<file path="config.mk">
export PLATFORM = sky130hd
export DESIGN_NAME = fraction_reducer
export DESIGN_NICKNAME = d
export VERILOG_FILES = /design/src/hdl/fr_pkg.sv /design/src/hdl/fr_div.sv /design/src/hdl/fr_datapath.sv /design/src/hdl/fr_ctrl.sv /design/src/hdl/fraction_reducer.sv
export SDC_FILE = /design/constraint.sdc
export NUM_CORES = 1
export LEC_CHECK = 0
export ABC_CLOCK_PERIOD_IN_PS = 4000
export BUFFER_PORTS_ARGS = -buffer_cell sky130_fd_sc_hd__buf_2
export CORE_UTILIZATION = 40
export CTS_CLUSTER_SIZE = 40
export DETAILED_ROUTE_END_ITERATION = 6
export PLACE_DENSITY_LB_ADDON = 0.1
export SYNTH_ARGS = -nofsm -noshare
export SYNTH_HDL_FRONTEND = slang
export SYNTH_HIERARCHICAL = 1
export SYNTH_SLANG_ARGS = --single-unit
</file>
<file path="constraint.sdc">
create_clock -name clk -period 4 [get_ports clk]
set_input_delay 0.6 -clock clk [delete_from_list [all_inputs] [get_ports clk]]
set_output_delay 0.6 -clock clk [all_outputs]
set_load 0.005 [all_outputs]
</file>
<file path="src/hdl/fr_pkg.sv">
// shared types and codes for the fraction reducer
package fr_pkg;

  localparam int FORM_BITS = 2;

  typedef logic [FORM_BITS-1:0] form_t;

  localparam form_t FORM_ZERO     = 2'd0;
  localparam form_t FORM_ONE      = 2'd1;
  localparam form_t FORM_WHOLE    = 2'd2;
  localparam form_t FORM_FRACTION = 2'd3;

  typedef logic [1:0] div_sel_t;

  localparam div_sel_t DIV_MOD = 2'd0;
  localparam div_sel_t DIV_NUM = 2'd1;
  localparam div_sel_t DIV_DEN = 2'd2;

  typedef struct packed {
    logic     load;
    logic     div_start;
    div_sel_t div_sel;
    logic     step;
    logic     store_num;
    logic     store_den;
    logic     emit;
  } fr_cmd_t;

  typedef struct packed {
    logic a_zero;
    logic g_gt1;
    logic div_done;
  } fr_status_t;

endpackage

</file>
<file path="src/hdl/fr_div.sv">
// restoring divider, one quotient bit per cycle
module fr_div #(
  parameter int W = 31
) (
  input  logic         clk,
  input  logic         rst,
  input  logic         start,
  input  logic [W-1:0] dividend,
  input  logic [W-1:0] divisor,
  output logic [W-1:0] quotient,
  output logic [W-1:0] remainder,
  output logic         done
);

  localparam int CW = $clog2(W + 1);
  localparam logic [CW-1:0] CNT_LOAD = CW'(W);
  localparam logic [CW-1:0] CNT_ONE  = CW'(1);

  logic [W-1:0]  rem;
  logic [W-1:0]  quo;
  logic [W-1:0]  dsr;
  logic [CW-1:0] cnt;
  logic          running;
  logic [W:0]    trial;
  logic          neg;

  assign trial = {rem, quo[W-1]} - {1'b0, dsr};
  assign neg   = trial[W];

  always_ff @(posedge clk) begin
    if (rst) begin
      running <= 1'b0;
      done    <= 1'b0;
      cnt     <= '0;
    end else begin
      done <= !start && running && (cnt == CNT_ONE);
      if (start) begin
        running <= 1'b1;
        cnt     <= CNT_LOAD;
      end else if (running) begin
        cnt <= cnt - CNT_ONE;
        if (cnt == CNT_ONE) begin
          running <= 1'b0;
        end
      end
    end
  end

  always_ff @(posedge clk) begin
    if (start) begin
      rem <= '0;
      quo <= dividend;
      dsr <= divisor;
    end else if (running) begin
      rem <= neg ? {rem[W-2:0], quo[W-1]} : trial[W-1:0];
      quo <= {quo[W-2:0], ~neg};
    end
  end

  assign quotient  = quo;
  assign remainder = rem;

endmodule

</file>
<file path="src/hdl/fr_datapath.sv">
// gcd and reduction datapath
module fr_datapath #(
  parameter int W = 31
) (
  input  logic              clk,
  input  logic              rst,
  input  fr_pkg::fr_cmd_t   cmd,
  output fr_pkg::fr_status_t status,
  input  logic [W-1:0]      numerator,
  input  logic [W-1:0]      denominator,
  output logic [W-1:0]      reduced_numerator,
  output logic [W-1:0]      reduced_denominator,
  output fr_pkg::form_t     form,
  output logic              done
);
  import fr_pkg::*;

  logic [W-1:0] a;
  logic [W-1:0] b;
  logic [W-1:0] rn;
  logic [W-1:0] rd;
  logic [W-1:0] div_dividend;
  logic [W-1:0] div_divisor;
  logic [W-1:0] div_quo;
  logic [W-1:0] div_rem;
  logic         div_done;
  form_t        form_next;

  always_comb begin
    case (cmd.div_sel)
      DIV_MOD: begin
        div_dividend = b;
        div_divisor  = a;
      end
      DIV_NUM: begin
        div_dividend = rn;
        div_divisor  = b;
      end
      DIV_DEN: begin
        div_dividend = rd;
        div_divisor  = b;
      end
      default: begin
        div_dividend = b;
        div_divisor  = a;
      end
    endcase
  end

  fr_div #(.W(W)) u_div (
    .clk      (clk),
    .rst      (rst),
    .start    (cmd.div_start),
    .dividend (div_dividend),
    .divisor  (div_divisor),
    .quotient (div_quo),
    .remainder(div_rem),
    .done     (div_done)
  );

  always_ff @(posedge clk) begin
    if (cmd.load) begin
      a  <= numerator;
      b  <= denominator;
      rn <= numerator;
      rd <= denominator;
    end else begin
      if (cmd.step) begin
        b <= a;
        a <= div_rem;
      end
      if (cmd.store_num) rn <= div_quo;
      if (cmd.store_den) rd <= div_quo;
    end
  end

  always_comb begin
    if (rn == '0) form_next = FORM_ZERO;
    else if (rn == rd) form_next = FORM_ONE;
    else if (rd == W'(1)) form_next = FORM_WHOLE;
    else form_next = FORM_FRACTION;
  end

  always_ff @(posedge clk) begin
    if (cmd.emit) begin
      reduced_numerator   <= rn;
      reduced_denominator <= rd;
      form                <= form_next;
    end
  end

  always_ff @(posedge clk) begin
    if (rst) done <= 1'b0;
    else done <= cmd.emit;
  end

  assign status.a_zero   = (a == '0);
  assign status.g_gt1    = |b[W-1:1];
  assign status.div_done = div_done;

endmodule

</file>
<file path="src/hdl/fr_ctrl.sv">
// sequencing state machine for the fraction reducer
module fr_ctrl (
  input  logic               clk,
  input  logic               rst,
  input  logic               start,
  output logic               busy,
  input  fr_pkg::fr_status_t status,
  output fr_pkg::fr_cmd_t    cmd
);
  import fr_pkg::*;

  localparam logic [2:0] S_IDLE   = 3'd0;
  localparam logic [2:0] S_CHECK  = 3'd1;
  localparam logic [2:0] S_MOD    = 3'd2;
  localparam logic [2:0] S_DIVN   = 3'd3;
  localparam logic [2:0] S_WAITN  = 3'd4;
  localparam logic [2:0] S_DIVD   = 3'd5;
  localparam logic [2:0] S_WAITD  = 3'd6;
  localparam logic [2:0] S_FINISH = 3'd7;

  logic [2:0] state;
  logic [2:0] state_next;

  always_ff @(posedge clk) begin
    if (rst) state <= S_IDLE;
    else state <= state_next;
  end

  always_comb begin
    state_next    = state;
    cmd           = '0;
    cmd.div_sel   = DIV_MOD;
    case (state)
      S_IDLE: begin
        if (start) begin
          cmd.load   = 1'b1;
          state_next = S_CHECK;
        end
      end
      S_CHECK: begin
        if (!status.a_zero) begin
          cmd.div_start = 1'b1;
          state_next    = S_MOD;
        end else if (status.g_gt1) begin
          state_next = S_DIVN;
        end else begin
          state_next = S_FINISH;
        end
      end
      S_MOD: begin
        if (status.div_done) begin
          cmd.step   = 1'b1;
          state_next = S_CHECK;
        end
      end
      S_DIVN: begin
        cmd.div_sel   = DIV_NUM;
        cmd.div_start = 1'b1;
        state_next    = S_WAITN;
      end
      S_WAITN: begin
        if (status.div_done) begin
          cmd.store_num = 1'b1;
          state_next    = S_DIVD;
        end
      end
      S_DIVD: begin
        cmd.div_sel   = DIV_DEN;
        cmd.div_start = 1'b1;
        state_next    = S_WAITD;
      end
      S_WAITD: begin
        if (status.div_done) begin
          cmd.store_den = 1'b1;
          state_next    = S_FINISH;
        end
      end
      S_FINISH: begin
        cmd.emit   = 1'b1;
        state_next = S_IDLE;
      end
      default: begin
        state_next = S_IDLE;
      end
    endcase
  end

  assign busy = (state != S_IDLE);

endmodule

</file>
<file path="src/hdl/fraction_reducer.sv">
// top level of the fraction reducer
// Reduces numerator/denominator to lowest terms with Euclid's gcd and returns
// the reduced pair with a form code (zero, one, whole, fraction). A word is
// taken when start is high and busy is low; the result is shown for exactly
// one cycle with done high and cannot be held off, so the receiver must take
// it then. One word at a time: every remainder step of the gcd and each of the
// two final divisions runs on a single shared restoring divider at one bit per
// cycle; the gcd takes at most about 1.44 * VALUE_BITS Euclid steps, and when
// the gcd is not above one the two divisions are skipped.
module fraction_reducer #(
  parameter int VALUE_BITS = 31
) (
  input  logic                  clk,
  input  logic                  rst,
  input  logic                  start,
  output logic                  busy,
  input  logic [VALUE_BITS-1:0] numerator,
  input  logic [VALUE_BITS-1:0] denominator,
  output logic                  done,
  output logic [VALUE_BITS-1:0] reduced_numerator,
  output logic [VALUE_BITS-1:0] reduced_denominator,
  output fr_pkg::form_t         form
);
  import fr_pkg::*;

  fr_cmd_t    cmd;
  fr_status_t status;

  fr_ctrl u_ctrl (
    .clk   (clk),
    .rst   (rst),
    .start (start),
    .busy  (busy),
    .status(status),
    .cmd   (cmd)
  );

  fr_datapath #(.W(VALUE_BITS)) u_dp (
    .clk                (clk),
    .rst                (rst),
    .cmd                (cmd),
    .status             (status),
    .numerator          (numerator),
    .denominator        (denominator),
    .reduced_numerator  (reduced_numerator),
    .reduced_denominator(reduced_denominator),
    .form               (form),
    .done               (done)
  );

endmodule
</file>
==> impl_metrics.env <==
export IMPL_status="complete, but fails checks"
export IMPL_violations="design-rule violations"
export IMPL_io_pin_count=131
export IMPL_maxSlewHeadroom_pct=33.1
export IMPL_first_pass_iters=7
export IMPL_grt_pass1_vias=9521
export IMPL_ant_nets=0
export IMPL_synth_edff_count=250
export IMPL_dp_hpwl_mm=29.5
export IMPL_clock_latency_ns=0.55
export IMPL_cts_tree="yes"
export IMPL_drt_wl_total_mm=39.7
export IMPL_critPathMaxStageDelay_ns=0.78
export IMPL_fp_dieW_um=193
export IMPL_hold_ws_ns=0.357
export IMPL_cp_end_kind="flip-flop"
export IMPL_min_period_ns=3.32
export IMPL_htreeDepth=1
export IMPL_ys_seq_elements=292
export IMPL_p_leak_nw=6.42
export IMPL_post_place_ws_ns=0.589
export IMPL_post_drt_wl_per_cell_um=20.6
export IMPL_initial_core_util_pct=40.9
export IMPL_powerDensity_nw_per_um2=545
export IMPL_n_fill_cell=3392
export IMPL_gr_usage_all_layers_pct=21.2
export IMPL_core_area_um2=35700
export IMPL_async_flop_share_pct=0
export IMPL_drv_cap=0
export IMPL_syn_to_final_growth_pct=14.8
export IMPL_crit_arrival_ns=3.77
export IMPL_hold_viol=0
export IMPL_syn_num_nets=1433
export IMPL_irDropWorstVdd_mv=0.296
export IMPL_antenna_found_initial=0
export IMPL_synth_seq_area_share_pct=57.1
export IMPL_finalWeightedCongestion=0.887
export IMPL_n_antenna_cell=0
export IMPL_cts_resized=0
export IMPL_dieHeight_um=193
export IMPL_tns_ns=0
export IMPL_layout_drive_gt1_share_pct=18.6
export IMPL_layout_cells_most_common="edfxtp_1"
export IMPL_layout_common_cells="edfxtp_1 (250), nand2_1 (213), buf_2 (130), o21ai_0 (112), inv_1 (106)"
export IMPL_p_total_mw=9.14
export IMPL_worst_slack_ns=0.677
export IMPL_start_kind="flip-flop"
export IMPL_rsz0062_at_grt="no"
export IMPL_dr_total_vias=10200
export IMPL_cts_root_buffer="clkbuf_16"
export IMPL_grt_ovfl_total=0
export IMPL_cts_made_buffers=31
export IMPL_slew_viol_final=0
export IMPL_yosysTopAreaCellShare_pct=51.4
export IMPL_io_buffers=130
export IMPL_slowest_stage="o211ai_2"
export IMPL_required_ns=4.45
export IMPL_crit_chain="ha_1 > a221oi_2 > o21ai_1 > a221oi_2 > and3_1 > nor2_1 > o211ai_2 > buf_4 > nand4_1 > o311ai_0"
export IMPL_grt_max_degree=71
export IMPL_clock_skew_ns=0.00834
export IMPL_ys_types=73
export IMPL_fp_row_count=69
export IMPL_postSynthAreaPerCell_um2=11.0
export IMPL_post_cts_setup_buffers=0
export IMPL_clkSlewWorstSetupHoldPaths_ns=0.07
export IMPL_netlist_top_cells_area="edfxtp_1 (51%), dfxtp_1 (5.8%), nand2_1 (5.5%)"
export IMPL_holdBufCountCts=0
export IMPL_clock_path_buffers=3
export IMPL_syn_area_um2=14600
export IMPL_drc_errors=9
export IMPL_nNetsFinal=1545
export IMPL_tightest_slew_ns=1.00
export IMPL_min_path_type="primary input to flip-flop"
export IMPL_ys_flop_type="edfxtp_1"
export IMPL_drt_iter0_markers=758
export IMPL_postSynthCellCount=1332
export IMPL_max_freq_mhz=301
export IMPL_finalSetupViolCount=0
export IMPL_path_class="flip-flop to flip-flop"
export IMPL_grt_pass1_wl_mm=59.0
export IMPL_fin_crit_sh_pct=83.1
export IMPL_worst_path_most_repeated_cell="a221oi_2"
export IMPL_vias_per_cell=5.31
export IMPL_yosys_area_top_type="edfxtp_1"
export IMPL_die_area_um2=37300
export IMPL_cts_sinks=292
export IMPL_crit_path_max_fanout=21
export IMPL_synth_warnings=6
## critical path: cells and delay by family, from the launching register on
| family | cells | cell delay [ns] |
|---|---|---|
| adder cells (fa/ha/maj) | 1 | 0.43 |
| buffers and inverters | 1 | 0.33 |
| AND/OR/NAND/NOR | 3 | 0.49 |
| flip-flops | 1 | 0.35 |
| AO/OA/AOI/OAI | 5 | 1.63 |
## per-stage QoR
stage / cells / util [%] / cell area, um2
2_1_floorplan: 1332 / - / 14600
3_3_place_gp: 1872 / 43.9 / 15700
3_5_place_dp: 1872 / 43.9 / 15700
4_1_cts: 1929 / 47.0 / 16800
5_1_grt: 1929 / 47.0 / 16800
6_report: 1929 / 47.0 / 16800
## cell usage after synthesis (4+ instances only)
cell / instances
buf_2: 19
a21oi_1: 39
inv_1: 106
xnor2_1: 34
a311oi_2: 4
or2_2: 5
dfxtp_1: 42
nor4_1: 29
o311ai_0: 9
o21ai_0: 112
mux2i_1: 13
o21a_1: 7
o211ai_1: 5
a21o_1: 11
o31ai_1: 5
nand2b_1: 36
or3_1: 5
mux2_2: 49
ha_1: 35
a22oi_1: 33
o21ai_1: 8
nor3_1: 12
xor2_1: 26
mux2_1: 12
clkbuf_1: 35
nor2_1: 49
edfxtp_1: 250
buf_1: 5
nor2b_1: 5
nand4_1: 22
nand3_1: 14
nand2_1: 213
a211oi_1: 13
and3_1: 10
o21bai_1: 4
## report_power, final
group          total (mW)  internal (mW)  switching (mW)
Clock                3.06           1.85            1.20
Sequential           4.18           3.84           0.345
Combinational        1.91          0.737            1.17
Total                9.14           6.43            2.72
## final timing paths
kind                                                  to                     from  slack [ns]  depth (start not counted)
worst min-delay path                          u_dp/rd[4]           denominator[4]        0.36                          3
worst max-delay path            u_dp/u_div/remainder[22]  u_dp/u_div/remainder[9]        0.68                         10
worst max register to register  u_dp/u_div/remainder[22]  u_dp/u_div/remainder[9]        0.68                         10
worst min register to register   u_dp/u_div/remainder[2]  u_dp/u_div/remainder[2]        0.48                          2
## registers in the layout (all words and copies together), names as in the netlist, 3 cells and up
signal                    count
u_ctrl/state                  3
u_dp/a                       31
u_dp/b                       31
u_dp/rd                      31
u_dp/reduced_denominator     31
u_dp/reduced_numerator       31
u_dp/rn                      31
u_dp/u_div/cnt                5
u_dp/u_div/dsr               31
u_dp/u_div/quotient          31
u_dp/u_div/remainder         31
## routing by layer
layer,vias up,part of all wire [%],GRT usage (%)
li1,5041,-,-
met2,236,43,31.1
met3,46,4.4,2.26
met4,0,2.3,5.65
met5,-,0,0
met1,4922,51,33.1
## cell type report
cell class / count / area (um2) / area share (%)
Clock inverter: 14 / 206 / 1.23
Tap cell: 461 / 577 / 3.44
Multi-Input combinational cell: 866 / 5580 / 33.2
Inverter: 108 / 405 / 2.42
Timing Repair Buffer: 145 / 788 / 4.70
Clock buffer: 43 / 881 / 5.25
Sequential cell: 292 / 8350 / 49.7
## kinds of logic after synthesis
logic type,count (synthesis),share of synthesized area [%]
xor gates and xnor gates,60,3.59
buffers and inverters,174,4.84
adders and majority gates,36,3.13
AOI/OAI and AO/OA,281,12.4
muxes,74,5.59
DFF,292,57.1
and+or+nand+nor,415,13.3
(Power assumes the default switching activity.)
